File: src/rtl/ccpse_pkg.sv
// shared types, constants and helper functions of the column stego embedder
package ccpse_pkg;

   localparam int NUM_CH   = 3;
   localparam int CH_W     = 8;
   localparam int SEL_W    = 2;
   localparam int CHAR_W   = 7;
   localparam int POS_W    = 4;
   localparam int ROW_IN_W = 10;
   localparam int DEF_ROWS = 1024;

   // action codes carried in req_tuser
   localparam int          ACT_W      = 2;
   localparam logic [1:0] ACT_LOAD   = 2'd0;
   localparam logic [1:0] ACT_ENCODE = 2'd1;
   localparam logic [1:0] ACT_READ   = 2'd2;

   // register indexes on the csr port
   localparam int          CSR_ADDR_W   = 4;
   localparam int          CSR_DATA_W   = 32;
   localparam int          REG_LSB      = 2;
   localparam int          REG_IDX_W    = 2;
   localparam logic [1:0] REG_ENCODE_CH = 2'd0;
   localparam logic [1:0] REG_MARK_CH   = 2'd1;
   localparam logic [1:0] REG_RANK_CH   = 2'd2;
   localparam logic [1:0] RST_ENCODE_CH = 2'd2;
   localparam logic [1:0] RST_MARK_CH   = 2'd1;
   localparam logic [1:0] RST_RANK_CH   = 2'd0;
   localparam logic [1:0] CH_LAST       = 2'd2;

   // stream packing
   localparam int REQ_TDATA_W = 48;
   localparam int RSP_TDATA_W = 40;
   localparam int ROW_LSB     = 0;
   localparam int CH0_LSB     = ROW_LSB + ROW_IN_W;
   localparam int CHAR_LSB    = CH0_LSB + NUM_CH * CH_W;
   localparam int POS_LSB     = CHAR_LSB + CHAR_W;
   localparam int RSP_PAD_W   = RSP_TDATA_W - ROW_IN_W - NUM_CH * CH_W;

   // decimal mark arithmetic
   localparam int             DEC_W     = 4;
   localparam logic [15:0]    RECIP_10  = 16'd205;
   localparam int             RECIP_SH  = 11;
   localparam logic [4:0]     DEC_BASE  = 5'd10;
   localparam logic [DEC_W-1:0] MARK_TAG = 4'd1;
   localparam logic [CH_W-1:0] CH_MAX   = 8'd255;
   localparam logic [CH_W-1:0] CH_ONE   = 8'd1;

   typedef logic [NUM_CH-1:0][CH_W-1:0] pixel_type;

   typedef struct packed {
      logic [SEL_W-1:0] enc;
      logic [SEL_W-1:0] mark;
      logic [SEL_W-1:0] rank;
   } cfg_type;

   // token walking down the cell chain
   typedef struct packed {
      logic              valid;
      logic              is_read;
      logic              live;
      logic              hit;
      logic [CHAR_W-1:0] character;
      logic [CH_W-1:0]   gap;
      pixel_type         px;
   } token_type;

   // broadcast write into one cell
   typedef struct packed {
      logic              en;
      pixel_type         px;
      logic [NUM_CH-1:0] ones;
   } wr_type;

   function automatic logic [SEL_W-1:0] chan_sel(input logic [SEL_W-1:0] c);
      return (c > CH_LAST) ? CH_LAST : c;
   endfunction

   // remainder by ten through a reciprocal multiply, exact for 8-bit values
   function automatic logic [DEC_W-1:0] mod10(input logic [CH_W-1:0] v);
      logic [15:0]   prod;
      logic [4:0]    quo;
      logic [CH_W-1:0] rem;
      prod = 16'(v) * RECIP_10;
      quo  = prod[RECIP_SH +: 5];
      rem  = v - CH_W'(quo) * CH_W'(DEC_BASE);
      return rem[DEC_W-1:0];
   endfunction

   function automatic logic [CH_W-1:0] chan_pick(input pixel_type p,
                                                 input logic [SEL_W-1:0] c);
      logic [CH_W-1:0] v;
      case (c)
         2'd0: v = p[0];
         2'd1: v = p[1];
         default: v = p[2];
      endcase
      return v;
   endfunction

   function automatic pixel_type chan_put(input pixel_type p, input logic [SEL_W-1:0] c,
                                          input logic [CH_W-1:0] v);
      pixel_type q;
      q = p;
      case (c)
         2'd0: q[0] = v;
         2'd1: q[1] = v;
         default: q[2] = v;
      endcase
      return q;
   endfunction

   function automatic logic chan_bit(input logic [NUM_CH-1:0] f,
                                     input logic [SEL_W-1:0] c);
      logic b;
      case (c)
         2'd0: b = f[0];
         2'd1: b = f[1];
         default: b = f[2];
      endcase
      return b;
   endfunction

endpackage

File: src/rtl/ccpse_cell.sv
// one cell of the column chain: holds one pixel and steps the search token
module ccpse_cell import ccpse_pkg::*; #(
   parameter int ROW_W    = 10,
   parameter int CELL_ROW = 0
) (
   input  logic             clock,
   input  logic             reset,
   input  logic [SEL_W-1:0] enc_ch,
   input  logic [SEL_W-1:0] mark_ch,
   input  wr_type           wr,
   input  logic [ROW_W-1:0] wr_row,
   input  token_type        up_tok,
   input  logic [ROW_W-1:0] up_row,
   output token_type        dn_tok,
   output logic [ROW_W-1:0] dn_row
);

   localparam logic [ROW_W-1:0] MY_ROW = ROW_W'(CELL_ROW);
   // rows past the load address range never hold a pixel
   localparam bit LOADABLE = CELL_ROW < (1 << ROW_IN_W);

   pixel_type         px_ff;
   logic [NUM_CH-1:0] ones_ff;
   token_type         tok_ff, tok_in;
   logic [ROW_W-1:0]  row_ff, row_in;

   logic [CH_W-1:0] pv, chx, gap;
   logic            elig;

   always_comb begin
      pv   = chan_pick(px_ff, enc_ch);
      chx  = CH_W'(up_tok.character);
      gap  = (pv >= chx) ? (pv - chx) : (chx - pv);
      elig = LOADABLE && !chan_bit(ones_ff, mark_ch);

      tok_in = up_tok;
      row_in = up_row;
      if (up_tok.is_read) begin
         if (up_tok.live && (up_row == MY_ROW)) begin
            tok_in.hit = 1'b1;
            tok_in.px  = px_ff;
         end
      end else if (elig && (!up_tok.hit || (gap < up_tok.gap))) begin
         // strict compare keeps the earliest row on a tie
         tok_in.hit = 1'b1;
         tok_in.gap = gap;
         tok_in.px  = px_ff;
         row_in     = MY_ROW;
      end
   end

   always_ff @(posedge clock) begin
      if (wr.en && (wr_row == MY_ROW)) begin
         px_ff <= wr.px;
      end
   end

   // an unloaded row looks used in every channel, so encode skips it
   always_ff @(posedge clock) begin
      if (reset) begin
         ones_ff <= '1;
      end else if (wr.en && (wr_row == MY_ROW)) begin
         ones_ff <= wr.ones;
      end
   end

   always_ff @(posedge clock) begin
      if (reset) begin
         tok_ff.valid <= 1'b0;
      end else begin
         tok_ff <= tok_in;
      end
   end

   always_ff @(posedge clock) begin
      row_ff <= row_in;
   end

   assign dn_tok = tok_ff;
   assign dn_row = row_ff;

endmodule

File: config.mk
export PLATFORM = sky130hd
export DESIGN_NAME = ccpse_cell
export DESIGN_NICKNAME = d
export VERILOG_FILES = /design/src/rtl/ccpse_pkg.sv /design/src/rtl/ccpse_cell.sv
export SDC_FILE = /design/constraint.sdc
export NUM_CORES = 1
export LEC_CHECK = 0
export CAP_MARGIN = 0
export CORE_ASPECT_RATIO = 0.8
export CORE_MARGIN = 4
export CORE_UTILIZATION = 52
export DETAILED_ROUTE_END_ITERATION = 12
export DONT_BUFFER_PORTS = 1
export PLACE_DENSITY = 0.67
export SYNTH_ARGS = -nofsm -noshare
export SYNTH_HDL_FRONTEND = slang
export SYNTH_SLANG_ARGS = --single-unit
File: constraint.sdc
create_clock -name clock -period 12.3 [get_ports clock]
set_clock_uncertainty 0.05 [all_clocks]
set_input_delay 1.23 -clock clock [delete_from_list [all_inputs] [get_ports clock]]
set_output_delay 1.23 -clock clock [all_outputs]
set_load 0.005 [all_outputs]
==> metrics.md <==
| Metric | Value |
|---|---|
| Full die area | 9230 um2 |
| Row count | 28 |
| Cell taking the most area after synthesis | edfxtp_1 |
| Drt first-iter violations | 168 |
| Worst EP arrival | 5850 ps |
| Fraction of layout instances using a drive strength above 1 | 17.7% |
| Worst reg2reg setup slack | 7060 ps |
| Core area | 7460 um2 |
| Slew margin rel. | 33.9% |
| Critical R2R Capture | dn_tok[0] |
| DR vias | 2358 |
| Ys async rst share | 0% |
| Die Span Y | 86.7 um |
| Vias per inst | 5.67 |
| Setup tns final | 0 ps |
| Post-Place Worst Slack | 6130 ps |
| Synth top area cells | edfxtp_1 (49%), mux2_4 (7.5%), dfxtp_1 (7.0%) |
| RSZ-0062 raised after global routing | no |
| Worst r2r src | px_ff[1] |
| Final worst setup slack | 6500 ps |
| Worst hold start | ones_ff[2] |
| Clk pin slew, worst setup/hold paths | 80 ps |
| Final setup viols | 0 |
| Startpoint Class | input pin |
| Pwr per Cell Area | 134 nW/um2 |
| Worst skew pair latency | 340 ps |
| Critical Path Sink Type | register |
| Yosys top cell area share | 49.2% |
| GR Util met3 | 7.82% |
| Post-Syn Instances | 305 |
| Die W | 106 um |
| CP bufs+invs | 1 |
| Gr busiest metal | met2 |
| Register bit total from synthesis | 80 |
| Root Driver | clkbuf_8 |
| Top_reg_cell synth | edfxtp_1 |
| Gr usage total | 18.0% |
| Ant diodes | 0 |
| Final Cycle Share | 47.1% |
| CP Cell Sequence | mux2i_1 > o21ai_0 > inv_1 > fa_1 > nand3b_1 > a21boi_0 > o21a_1 > nor2_1 > a211oi_1 > ha_1 > a21o_1 > a211oi_1 > nor2_1 > nor4_4 > a31o_2 > mux2_2 |
| Post-synth EDFFs | 66 |
| Hold endpoint | ones_ff[2] |
| CP top delay family | compound AO/OA/AOI/OAI gates |
| Postcts setup bufs | 0 |
| Count of boundary I/O pins | 150 |
| CTS Buffer Depth | 2 |
| Post-synth top cells | edfxtp_1 (66), inv_1 (26), nand2_1 (22), ha_1 (21), mux2_4 (20) |
| Worst hold stages | 2 |
| Min-delay worst type | reg -> reg |
| First-pass DRT Iterations | 5 |
| CTS resizes | 0 |
| Initial Utilization | 54.0% |
| Post-synth cell types | 44 |
| DRC | 0 |
| TritonCTS buffer count | 9 |
| Layout net count | 427 |
| Synth Cell Area | 4030 um2 |
| Routed WL per cell | 19.9 um |
| Slowest stage cell on the critical path | a31o_2 |
| Final GP Congestion | 0.858 |
| Max cap viols | 0 |
| Peak supply drop | 0.0000922 V |
| Clock sinks | 80 |
| Syn-to-layout area delta | 6.65% |
| Yosys warnings | 0 |
| Remaining antenna violation count | 0 |
| Status | finished, final reports clean |
| Vias in the first global route | 2346 |
| WL final | 8290 um |
| CP max FO | 25 |
| Htree depth | 3 |
| Synth Area per Inst | 13.2 um2 |
| Leakage Power | 0.00169 uW |
| First-pass GRT wire length | 12500 um |
| Critical path class | in -> reg |
| TritonCTS clock tree | done |
| Worst path required time | 12350 ps |
| Slowest stage delay, CP | 760 ps |
| Worst slew pin tran | 991 ps |
| Final slew viol count | 0 |
| Total grt overflow | 0 |
| Syn_nets | 425 |
| Final hold vios | 0 |
| Met1 Use GR | 23.6% |
| CTS Hold Bufs | 0 |
| Met2 usage | 27.8% |
| Initial antenna violation count | 0 |
| I/O Buffers | 0 |
| Worst Reg2Reg Path Length in Cells | 16 |
| HPWL after DPL | 6290 um |
| Top-count cell post-synth | edfxtp_1 |
| F_max | 172 MHz |
| Crit path time final | 5800 ps |
| Sequential fraction of the synthesis area | 56.2% |
| Largest net degree at the start of global routing | 46 |
-- flip-flops by register name, summed over array words and instances, names as in the netlist --
| signal | count |
|---|---|
| ones_ff | 3 |
| dn_row | 10 |
| px_ff | 24 |
| dn_tok | 43 |
-- worst max-delay path by stage --
stage	slack [ps]	endpoint	cells past startpoint	startpoint
finish	6500	dn_tok[0]	16	enc_ch[0]
global route	6180	dn_tok[23]	16	enc_ch[0]
CTS	6480	dn_tok[2]	16	enc_ch[0]
detailed placement	6130	dn_tok[3]	16	enc_ch[0]
global placement	6260	dn_tok[23]	16	enc_ch[0]
floorplan	6670	dn_tok[10]	19	enc_ch[0]
-- metal layers --
layer | vias to the layer above | share of wire (%)
li1 | 1118 | -
met1 | 1106 | 43
met2 | 132 | 47
met3 | 2 | 10
met4 | 0 | 0.23
met5 | - | 0
-- tightest hold or removal path: stages (launching register included) --
cell,delay (ps)
dfxtp_1,310
nand2_1,50
nand3_1,60
-- where the power goes --
group | internal (uW) | leakage (uW) | switching (uW)
Sequential | 305 | 0.000744 | 5.33
Clock | 113 | 0.000103 | 93.1
Combinational | 26.4 | 0.000847 | 31.3
Total | 444 | 0.00169 | 130
-- kinds of logic (layout without fill, tap and decap cells) --
family / after synthesis / after routing / share of synthesized area (%)
flops: 80 / 80 / 56.2
fa+ha+maj: 23 / 23 / 7.52
buf+inv: 36 / 42 / 4.41
compound gates: 51 / 51 / 8.36
mux: 43 / 43 / 13.6
simple gates: 72 / 72 / 9.97
-- cell type report --
| type | instances | area [um2] |
|---|---|---|
| Fill cell | 597 | 3170 |
| Sequential cell | 80 | 2260 |
| Multi-Input combinational cell | 189 | 1590 |
| Tap cell | 105 | 131 |
| Clock buffer | 9 | 124 |
| Inverter | 26 | 97.6 |
| Clock inverter | 6 | 85.1 |
| Timing Repair Buffer | 1 | 7.51 |
-- placed cells by master, fill, tap and decap left out, types with 3 or more instances in the layout --
master	count
nor3_1	6
nand2b_1	4
dfxtp_1	14
nand2_1	22
inv_1	25
edfxtp_1	66
mux2_2	13
a22oi_1	4
nor2_1	5
a211oi_1	5
ha_1	21
nand3b_1	3
nor4b_1	3
o21ai_0	15
a21oi_1	8
mux2i_1	10
clkbuf_8	9
mux2_4	20
nor2b_1	10
nand3_1	4
a21o_1	6
or2_2	4
a21boi_0	3
-- per-stage QoR --
stage	instances	cell area (um2)	total power (uW)	hold slack (ps)	util, %
finish	416	4300	573	417	57.6
global route	416	4300	599	450	57.6
CTS	416	4300	580	423	57.6
detailed placement	401	4090	374	407	54.8
global placement	401	4090	373	396	54.8
floorplan	305	4030	361	385	-
(Power assumes the default switching activity.)
