`config.mk`:
```
export PLATFORM = sky130hd
export DESIGN_NAME = ccpse_ctrl
export DESIGN_NICKNAME = d
export VERILOG_FILES = /design/src/rtl/ccpse_pkg.sv /design/src/rtl/ccpse_ctrl.sv
export SDC_FILE = /design/constraint.sdc
export NUM_CORES = 1
export LEC_CHECK = 0
export BUFFER_PORTS_ARGS = -buffer_cell sky130_fd_sc_hd__buf_4
export CORE_MARGIN = 4
export CORE_UTILIZATION = 60
export CTS_CLUSTER_DIAMETER = 100
export CTS_CLUSTER_SIZE = 12
export DETAILED_ROUTE_END_ITERATION = 8
export GPL_ROUTABILITY_DRIVEN = 0
export PLACE_DENSITY_LB_ADDON = 0.15
export SYNTH_ARGS = -nofsm -noshare
export SYNTH_HDL_FRONTEND = slang
export SYNTH_SLANG_ARGS = --single-unit
```
`constraint.sdc`:
```
create_clock -name clock -period 23 [get_ports clock]
set_input_delay 5.75 -clock clock [delete_from_list [all_inputs] [get_ports clock]]
set_output_delay 5.75 -clock clock [all_outputs]
set_load 0.01 [all_outputs]
```
`src/rtl/ccpse_pkg.sv`:
```
// shared types, constants and helper functions of the column stego embedder
package ccpse_pkg;

   localparam int NUM_CH   = 3;
   localparam int CH_W     = 8;
   localparam int SEL_W    = 2;
   localparam int CHAR_W   = 7;
   localparam int POS_W    = 4;
   localparam int ROW_IN_W = 10;
   localparam int DEF_ROWS = 1024;

   // action codes carried in req_tuser
   localparam int          ACT_W      = 2;
   localparam logic [1:0] ACT_LOAD   = 2'd0;
   localparam logic [1:0] ACT_ENCODE = 2'd1;
   localparam logic [1:0] ACT_READ   = 2'd2;

   // register indexes on the csr port
   localparam int          CSR_ADDR_W   = 4;
   localparam int          CSR_DATA_W   = 32;
   localparam int          REG_LSB      = 2;
   localparam int          REG_IDX_W    = 2;
   localparam logic [1:0] REG_ENCODE_CH = 2'd0;
   localparam logic [1:0] REG_MARK_CH   = 2'd1;
   localparam logic [1:0] REG_RANK_CH   = 2'd2;
   localparam logic [1:0] RST_ENCODE_CH = 2'd2;
   localparam logic [1:0] RST_MARK_CH   = 2'd1;
   localparam logic [1:0] RST_RANK_CH   = 2'd0;
   localparam logic [1:0] CH_LAST       = 2'd2;

   // stream packing
   localparam int REQ_TDATA_W = 48;
   localparam int RSP_TDATA_W = 40;
   localparam int ROW_LSB     = 0;
   localparam int CH0_LSB     = ROW_LSB + ROW_IN_W;
   localparam int CHAR_LSB    = CH0_LSB + NUM_CH * CH_W;
   localparam int POS_LSB     = CHAR_LSB + CHAR_W;
   localparam int RSP_PAD_W   = RSP_TDATA_W - ROW_IN_W - NUM_CH * CH_W;

   // decimal mark arithmetic
   localparam int             DEC_W     = 4;
   localparam logic [15:0]    RECIP_10  = 16'd205;
   localparam int             RECIP_SH  = 11;
   localparam logic [4:0]     DEC_BASE  = 5'd10;
   localparam logic [DEC_W-1:0] MARK_TAG = 4'd1;
   localparam logic [CH_W-1:0] CH_MAX   = 8'd255;
   localparam logic [CH_W-1:0] CH_ONE   = 8'd1;

   typedef logic [NUM_CH-1:0][CH_W-1:0] pixel_type;

   typedef struct packed {
      logic [SEL_W-1:0] enc;
      logic [SEL_W-1:0] mark;
      logic [SEL_W-1:0] rank;
   } cfg_type;

   // token walking down the cell chain
   typedef struct packed {
      logic              valid;
      logic              is_read;
      logic              live;
      logic              hit;
      logic [CHAR_W-1:0] character;
      logic [CH_W-1:0]   gap;
      pixel_type         px;
   } token_type;

   // broadcast write into one cell
   typedef struct packed {
      logic              en;
      pixel_type         px;
      logic [NUM_CH-1:0] ones;
   } wr_type;

   function automatic logic [SEL_W-1:0] chan_sel(input logic [SEL_W-1:0] c);
      return (c > CH_LAST) ? CH_LAST : c;
   endfunction

   // remainder by ten through a reciprocal multiply, exact for 8-bit values
   function automatic logic [DEC_W-1:0] mod10(input logic [CH_W-1:0] v);
      logic [15:0]   prod;
      logic [4:0]    quo;
      logic [CH_W-1:0] rem;
      prod = 16'(v) * RECIP_10;
      quo  = prod[RECIP_SH +: 5];
      rem  = v - CH_W'(quo) * CH_W'(DEC_BASE);
      return rem[DEC_W-1:0];
   endfunction

   function automatic logic [CH_W-1:0] chan_pick(input pixel_type p,
                                                 input logic [SEL_W-1:0] c);
      logic [CH_W-1:0] v;
      case (c)
         2'd0: v = p[0];
         2'd1: v = p[1];
         default: v = p[2];
      endcase
      return v;
   endfunction

   function automatic pixel_type chan_put(input pixel_type p, input logic [SEL_W-1:0] c,
                                          input logic [CH_W-1:0] v);
      pixel_type q;
      q = p;
      case (c)
         2'd0: q[0] = v;
         2'd1: q[1] = v;
         default: q[2] = v;
      endcase
      return q;
   endfunction

   function automatic logic chan_bit(input logic [NUM_CH-1:0] f,
                                     input logic [SEL_W-1:0] c);
      logic b;
      case (c)
         2'd0: b = f[0];
         2'd1: b = f[1];
         default: b = f[2];
      endcase
      return b;
   endfunction

endpackage

```
`src/rtl/ccpse_ctrl.sv`:
```
// sequencer: launches tokens, applies pixel updates and holds the result register
module ccpse_ctrl import ccpse_pkg::*; #(
   parameter int ROWS  = DEF_ROWS,
   parameter int ROW_W = 10
) (
   input  logic                   clock,
   input  logic                   reset,
   input  cfg_type                cfg,
   input  logic                   req_tvalid,
   output logic                   req_tready,
   input  logic [REQ_TDATA_W-1:0] req_tdata,
   input  logic [ACT_W-1:0]       req_tuser,
   output logic                   rsp_tvalid,
   input  logic                   rsp_tready,
   output logic [RSP_TDATA_W-1:0] rsp_tdata,
   output logic                   rsp_tuser,
   output token_type              head_tok,
   output logic [ROW_W-1:0]       head_row,
   input  token_type              tail_tok,
   input  logic [ROW_W-1:0]       tail_row,
   output wr_type                 wr,
   output logic [ROW_W-1:0]       wr_row
);

   typedef enum logic [3:0] {
      ST_IDLE   = 4'b0001,
      ST_SCAN   = 4'b0010,
      ST_UPDATE = 4'b0100,
      ST_EMIT   = 4'b1000
   } state_type;

   state_type state_ff, state_in;

   logic                rsp_valid_ff, rsp_valid_in;
   logic [ROW_IN_W-1:0] rsp_row_ff, rsp_row_in;
   pixel_type           rsp_px_ff, rsp_px_in;
   logic                rsp_found_ff, rsp_found_in;

   logic [CHAR_W-1:0]   char_ff, char_in;
   logic [POS_W-1:0]    pos_ff, pos_in;
   logic [ROW_IN_W-1:0] rrow_ff, rrow_in;
   pixel_type           wr_px_ff, wr_px_in;
   logic [ROW_W-1:0]    wr_row_ff, wr_row_in;
   logic                do_wr_ff, do_wr_in;
   logic                do_rsp_ff, do_rsp_in;
   logic [ROW_IN_W-1:0] out_row_ff, out_row_in;
   logic                found_ff, found_in;

   logic [ACT_W-1:0]    act;
   logic [ROW_IN_W-1:0] rq_row;
   pixel_type           rq_px;
   logic [CHAR_W-1:0]   rq_char;
   logic [POS_W-1:0]    rq_pos;
   logic                accept, in_range, go, wr_en;
   pixel_type           round_px, upd_px;
   logic [CH_W-1:0]     mval, rval;

   assign act     = req_tuser;
   assign rq_row  = req_tdata[ROW_LSB +: ROW_IN_W];
   assign rq_px   = req_tdata[CH0_LSB +: NUM_CH * CH_W];
   assign rq_char = req_tdata[CHAR_LSB +: CHAR_W];
   assign rq_pos  = req_tdata[POS_LSB +: POS_W];

   assign req_tready = (state_ff == ST_IDLE);
   assign accept     = req_tvalid && req_tready;
   assign in_range   = ROWS > int'(rq_row);
   assign go         = !do_rsp_ff || !rsp_valid_ff || rsp_tready;

   // token launched into the first cell
   always_comb begin
      head_tok.valid     = accept && (act inside {ACT_ENCODE, ACT_READ});
      head_tok.is_read   = (act == ACT_READ);
      head_tok.live      = in_range;
      head_tok.hit       = 1'b0;
      head_tok.character = rq_char;
      head_tok.gap       = '0;
      head_tok.px        = '0;
      head_row           = (act == ACT_READ) ? ROW_W'(rq_row) : '0;
   end

   // load rounds the mark channel down to a multiple of ten
   always_comb begin
      mval     = chan_pick(rq_px, cfg.mark);
      round_px = chan_put(rq_px, cfg.mark, mval - CH_W'(mod10(mval)));
   end

   // encode updates: character, then mark, then rank, each on the last result
   always_comb begin
      upd_px = chan_put(wr_px_ff, cfg.enc, CH_W'(char_ff));
      rval   = chan_pick(upd_px, cfg.mark);
      if (rval != CH_MAX) begin
         rval = rval + CH_ONE;
      end
      upd_px = chan_put(upd_px, cfg.mark, rval);
      rval   = chan_pick(upd_px, cfg.rank);
      rval   = rval - CH_W'(mod10(rval)) + CH_W'(pos_ff);
      upd_px = chan_put(upd_px, cfg.rank, rval);
   end

   always_comb begin
      state_in     = state_ff;
      rsp_valid_in = rsp_valid_ff;
      rsp_row_in   = rsp_row_ff;
      rsp_px_in    = rsp_px_ff;
      rsp_found_in = rsp_found_ff;
      char_in      = char_ff;
      pos_in       = pos_ff;
      rrow_in      = rrow_ff;
      wr_px_in     = wr_px_ff;
      wr_row_in    = wr_row_ff;
      do_wr_in     = do_wr_ff;
      do_rsp_in    = do_rsp_ff;
      out_row_in   = out_row_ff;
      found_in     = found_ff;
      wr_en        = 1'b0;

      if (rsp_valid_ff && rsp_tready) begin
         rsp_valid_in = 1'b0;
      end

      case (state_ff)
         ST_IDLE: begin
            if (accept) begin
               char_in = rq_char;
               pos_in  = rq_pos;
               rrow_in = rq_row;
               if ((act == ACT_LOAD) && in_range) begin
                  wr_px_in  = round_px;
                  wr_row_in = ROW_W'(rq_row);
                  do_wr_in  = 1'b1;
                  do_rsp_in = 1'b0;
                  state_in  = ST_EMIT;
               end else if (act inside {ACT_ENCODE, ACT_READ}) begin
                  state_in = ST_SCAN;
               end
            end
         end
         ST_SCAN: begin
            if (tail_tok.valid) begin
               wr_px_in  = tail_tok.px;
               wr_row_in = tail_row;
               found_in  = tail_tok.hit;
               do_rsp_in = 1'b1;
               do_wr_in  = 1'b0;
               if (tail_tok.is_read) begin
                  out_row_in = rrow_ff;
                  state_in   = ST_EMIT;
               end else if (tail_tok.hit) begin
                  out_row_in = ROW_IN_W'(tail_row);
                  state_in   = ST_UPDATE;
               end else begin
                  out_row_in = '0;
                  state_in   = ST_EMIT;
               end
            end
         end
         ST_UPDATE: begin
            wr_px_in = upd_px;
            do_wr_in = 1'b1;
            state_in = ST_EMIT;
         end
         ST_EMIT: begin
            if (go) begin
               wr_en = do_wr_ff;
               if (do_rsp_ff) begin
                  rsp_valid_in = 1'b1;
                  rsp_row_in   = out_row_ff;
                  rsp_px_in    = wr_px_ff;
                  rsp_found_in = found_ff;
               end
               state_in = ST_IDLE;
            end
         end
         default: begin
            state_in = ST_IDLE;
         end
      endcase
   end

   always_ff @(posedge clock) begin
      if (reset) begin
         state_ff     <= ST_IDLE;
         rsp_valid_ff <= 1'b0;
         do_wr_ff     <= 1'b0;
         do_rsp_ff    <= 1'b0;
      end else begin
         state_ff     <= state_in;
         rsp_valid_ff <= rsp_valid_in;
         do_wr_ff     <= do_wr_in;
         do_rsp_ff    <= do_rsp_in;
      end
   end

   always_ff @(posedge clock) begin
      rsp_row_ff   <= rsp_row_in;
      rsp_px_ff    <= rsp_px_in;
      rsp_found_ff <= rsp_found_in;
      char_ff      <= char_in;
      pos_ff       <= pos_in;
      rrow_ff      <= rrow_in;
      wr_px_ff     <= wr_px_in;
      wr_row_ff    <= wr_row_in;
      out_row_ff   <= out_row_in;
      found_ff     <= found_in;
   end

   // per-channel used flags are worked out once, as the pixel is written
   always_comb begin
      wr.en = wr_en;
      wr.px = wr_px_ff;
      for (int c = 0; c < NUM_CH; c++) begin
         wr.ones[c] = (mod10(wr_px_ff[c]) == MARK_TAG);
      end
   end
   assign wr_row = wr_row_ff;

   assign rsp_tvalid = rsp_valid_ff;
   assign rsp_tdata  = {{RSP_PAD_W{1'b0}}, rsp_px_ff, rsp_row_ff};
   assign rsp_tuser  = rsp_found_ff;

endmodule

```
==> results.ini, run 1 <==
[outcome]
outcome=complete, no violations

[drt]
viasPerCell=5.52
wl_per_cell_um=18.1
drc_errors=0
num_vias=9268
ant_nets=0
wirelength_mm=30.5
firstDrtPassIters=8
drt_iter0_drc=704

[final_layout]
fin_nets=1774
antenna_cells=0
most-common-layout-cells=inv_1, buf_4, ha_1
drive_gt1_frac=0.169
fin_cells=1679
areaGrowthSynthToFinish_pct=14.3
layout_commonest_cell=inv_1

[die]
io_pins=247
die-height_um=150
fp.dieW_um=150
dieArea_um2=22400
placementRows=51
core-area_um2=19600
start_util=0.616

[critical_path]
reg2reg_from=wr[3]$_DFFE_PP_
cp_common_cell=xnor2_1
required_ns=23.11
crit_path_start_kind=primary input
crit_arrival_ns=16.69
crit_path_top_delay_cell=fa_1
critPathMaxStageDelay_ns=0.56
rr_worst_depth=45
r2r_end=wr[26]$_DFFE_PP_
crit_type=in -> reg
endpoint_kind=flop
regToRegSetupSlack_ns=11.64
worst-path-max-fanout=44

[cts]
post_cts_resized=0
postCtsSetupBuffers=0
clockRootBuffer=clkbuf_16
cts_tree=done
clk_pin_slew_ns=0.08
htree_levels=3
cts-buffers-inserted=9
holdBufCountCts=0
clkSinkCount=108
clk_latency_ns=0.37
cts_buffer_depth=2

[sta]
max_freq_mhz=60.3
fin_skew_ns=0.0116
slew_headroom=0.210
finalMaxSlewViolations=0
setup_viol=0
fin_crit_ns=16.58
hold_violations=0
tightest_slew_ns=1.15
rsz0062_at_grt=false
fin_crit_sh=0.721
setup_tns_ns=0

[yosys]
synth_top_area_frac=0.252
yosys_warnings=0
ys_seq_elements=108
async_flop_share=0
yosys_most_used_dff=edfxtp_1
netlist_area_um2=12100
ys_seq_area_frac=0.263
syn_avg_cell_area_um2=9.62
synthCells=1254
yosys-top-cells-area=edfxtp_1, ha_1, fa_1
yosysTopAreaCell=edfxtp_1
synth_edf_count=101
synth_cell_types=72

[placement]
dpl.hpwl_mm=24.3
placedCellCount=1663
port-buffer-count=187

[worst_hold_path]
hp-start=out_row_ff[8]$_DFFE_PP_
worstHoldEndpoint=rsp_row_ff[8]$_DFFE_PP_
hold_path_depth=0
hold_class=reg -> reg

[global_route]
track_usage=0.273
antenna_found_initial=0
grt_overflow_total=0
grt_pass1_vias=9192
grt_pass1_wl_mm=47.8
grt_max_degree=45

[run]
maxCapViolations=0

==> worst max-delay path, delay by kind of cell <==
family / cells / cell delay (ns)
adders and majority gates: 10 / 4.02
AOI/OAI and AO/OA: 10 / 2.25
and+or+nand+nor: 11 / 1.69
xor gates and xnor gates: 8 / 1.44
buffers and inverters: 5 / 0.92
muxes: 2 / 0.60
==> synthesized netlist by cell type, drive strengths merged, types with 3 or more instances <==
cell type	count
and3	13
a31o	4
xor2	28
o21ai	47
o22ai	6
a21o	19
nand3b	5
nor4b	3
edfxtp	101
nand2b	8
ha	189
a221oi	5
a21boi	3
a211o	3
clkbuf	29
nor4	3
o221ai	5
and2	15
buf	59
a22o	10
nor2	54
fa	63
nand3	6
o21a	3
a22oi	8
nor3	18
xnor2	58
dfxtp	7
mux2	4
nand2	107
nor2b	15
a21oi	43
a32oi	4
o31ai	5
a221o	8
or2	3
mux2i	46
a31oi	5
inv	206
a211oi	9
==> layer usage <==
metal  vias up  part of all wire  global-route usage
li1       4493                 -                   -
met1      4366              0.40               0.356
met2       355              0.49               0.462
met3        54             0.069              0.0454
met4         0             0.034              0.0947
met5         -                 0                   0
==> kinds of logic (layout without fill, tap and decap cells) <==
group | after synthesis | in the layout | share of synthesized area
buf+inv | 294 | 416 | 0.109
simple gates | 259 | 259 | 0.103
fa+ha+maj | 252 | 252 | 0.301
compound gates | 203 | 203 | 0.118
flops | 108 | 108 | 0.263
xor+xnor | 86 | 86 | 0.0631
mux | 50 | 50 | 0.0425
other cells | 2 | 40 | 0.000623
==> area by class of cell <==
class,instances,area (µm²)
Tap cell,265,332
Timing Repair Buffer,194,1460
Sequential cell,108,3170
Multi-Input combinational cell,890,7730
Clock buffer,9,225
Clock inverter,7,91.3
Inverter,206,773
Fill cell,1538,5810
==> per-stage QoR <==
| step | hold WS [ns] | util | cell area [µm²] | worst slack, ns |
|---|---|---|---|---|
| floorplan | 0.400 | - | 12200 | 7.25 |
| global placement | 0.401 | 0.687 | 13500 | 6.30 |
| detailed placement | 0.405 | 0.687 | 13500 | 6.17 |
| CTS | 0.418 | 0.704 | 13800 | 6.52 |
| global route | 0.433 | 0.704 | 13800 | 5.73 |
| finish | 0.424 | 0.704 | 13800 | 6.42 |
==> flip-flops by register name, summed over array words and instances, names as in the netlist, 7 cells and up <==
register    cells
rsp_tdata      24
rrow_ff        10
out_row_ff     10
char_ff         7
wr             24
wr_row         10
rsp_row_ff     10
==> how the worst max path moves through the flow <==
stage / from / slack, ns / end / cells past startpoint
floorplan: cfg[5] / 7.25 / wr[26]$_DFFE_PP_ / 48
global placement: cfg[3] / 6.30 / wr[26]$_DFFE_PP_ / 46
detailed placement: cfg[3] / 6.17 / wr[26]$_DFFE_PP_ / 46
CTS: cfg[3] / 6.52 / wr[26]$_DFFE_PP_ / 46
global route: cfg[3] / 5.73 / wr[26]$_DFFE_PP_ / 46
finish: cfg[3] / 6.42 / wr[26]$_DFFE_PP_ / 46
Power of run 1 is left out: the tool's default activity adds up to more than one toggle a clock period on the data nets, which glitch-free logic cannot reach.
==> run 2: changes to the inputs <==
--- a/config.mk
+++ b/config.mk
@@ -7,7 +7,7 @@
 export LEC_CHECK = 0
 export BUFFER_PORTS_ARGS = -buffer_cell sky130_fd_sc_hd__buf_4
 export CORE_MARGIN = 4
-export CORE_UTILIZATION = 60
+export CORE_UTILIZATION = 52
 export CTS_CLUSTER_DIAMETER = 100
 export CTS_CLUSTER_SIZE = 12
 export DETAILED_ROUTE_END_ITERATION = 8
==> constraint.sdc (replaced) <==
create_clock -name clock -period 13.9 [get_ports clock]
set_input_delay 3.475 -clock clock [delete_from_list [all_inputs] [get_ports clock]]
set_output_delay 3.475 -clock clock [all_outputs]
set_load 0.01 [all_outputs]
==> run 2 against run 1 <==
Against the previous run: core utilization shrank 8.9 points; via count is 0.26% higher; worst setup slack worse by 5.8 ns; flip-flop and latch count stayed put; register-to-register slack got worse by 8.3 ns; count of clock-buffer cells in the layout stayed put; first-iteration DRC count is 15% lower; cell area increased by 1.2%; hold slack better by 0.0017 ns; cell count is 2.3% higher; critical path depth decreased by 3; non-clock buffer count is 19 higher; largest cell class unchanged.
==> results.ini, run 2 (synthesis gave the netlist of run 1 again) <==
[sta]
setup_viol=0
fin_skew_ns=0.0127
fin_crit_ns=13.27
slew_headroom=0.213
max_freq_mhz=75.4
rsz0062_at_grt=false
tightest_slew_ns=1.15
finalMaxSlewViolations=0
hold_violations=0
fin_crit_sh=0.955
setup_tns_ns=0

[global_route]
grt_max_degree=36
grt_pass1_vias=9364
grt_pass1_wl_mm=49.0
antenna_found_initial=0
track_usage=0.239
grt_overflow_total=0

[critical_path]
critPathBufInv=6
path_depth=43
rr_worst_depth=42
reg2reg_from=wr[3]$_DFFE_PP_
crit_path_start_kind=primary input
endpoint_kind=flop
critPathMaxStageDelay_ns=0.55
crit_arrival_ns=13.39
cp_common_cell=xnor2_1
worst-path-max-fanout=18
crit_start=cfg[2]
regToRegSetupSlack_ns=3.36
crit_type=in -> reg
required_ns=14.02
crit_path_top_delay_cell=fa_1
critPathTopFamily=adder cells

[drt]
wirelength_mm=30.9
firstDrtPassIters=5
ant_nets=0
drt_iter0_drc=597
viasPerCell=5.41
wl_per_cell_um=18.0
drc_errors=0
num_vias=9292

[outcome]
outcome=complete, no violations

[worst_hold_path]
hold_path_depth=0
hold_class=reg -> reg
hp-start=out_row_ff[0]$_DFFE_PP_

[cts]
cts-buffers-inserted=9
clkSinkCount=108
cts_buffer_depth=2
clk_latency_ns=0.36
postCtsSetupBuffers=0
holdBufCountCts=0
clk_pin_slew_ns=0.09
clockRootBuffer=clkbuf_16
post_cts_resized=0
htree_levels=3
cts_tree=done

[final_layout]
fin_nets=1793
most-common-layout-cells=buf_4, inv_1, ha_1
areaGrowthSynthToFinish_pct=15.7
fill_cells=1981
layout_commonest_cell=buf_4
drive_gt1_frac=0.180
antenna_cells=0

[die]
start_util=0.531
dieArea_um2=25700
placementRows=55
core-area_um2=22700
fp.dieW_um=160
die-height_um=160
io_pins=247

[run]
maxCapViolations=0

[placement]
dpl.hpwl_mm=25.3
port-buffer-count=187

-- run 2: worst paths after layout --
| check | to |
|---|---|
| hold reg to reg | rsp_row_ff[0]$_DFFE_PP_ |
| hold / removal | rsp_row_ff[0]$_DFFE_PP_ |
| setup reg to reg | wr[17]$_DFFE_PP_ |
| setup / recovery | wr[17]$_DFFE_PP_ |
-- run 2: metrics by stage --
stage | setup WS (ns) | instances | util | area (µm²) | hold slack [ns]
after floorplan | 0.421 | 1292 | - | 12200 | 0.400
after global placement | 0.519 | 1702 | 0.600 | 13600 | 0.400
after detailed placement | 0.334 | 1702 | 0.600 | 13600 | 0.408
after CTS | 0.658 | 1718 | 0.614 | 13900 | 0.431
after global routing | 0.0318 | 1718 | 0.614 | 13900 | 0.435
final | 0.630 | 1718 | 0.614 | 13900 | 0.426
-- run 2: area by class of cell --
cell class | instances | area [µm²] | share of cell area
multi-input cells | 890 | 7730 | 0.555
flip-flops and latches | 108 | 3170 | 0.228
repair buffers | 213 | 1600 | 0.115
inverters | 206 | 773 | 0.0554
well taps | 285 | 357 | 0.0256
clock buffers | 9 | 225 | 0.0161
clock inverters | 7 | 86.3 | 0.00619
-- run 2: metal layers --
layer,vias up,routed length [µm],global-route usage
met5,-,0,0
met4,0,1380,0.0997
met3,68,1720,0.0330
met2,314,14700,0.403
met1,4382,13100,0.310
li1,4528,-,-
-- run 2: worst reg2reg max path: cells and delay by family, from the launching register on --
family	cells	cell delay (ns)
muxes	4	0.96
buffers and inverters	5	0.45
DFF	1	0.66
xor gates and xnor gates	7	1.36
adders and majority gates	10	3.77
and+or+nand+nor	7	0.94
AOI/OAI and AO/OA	9	2.17
Power of run 2 is left out for the same reason.
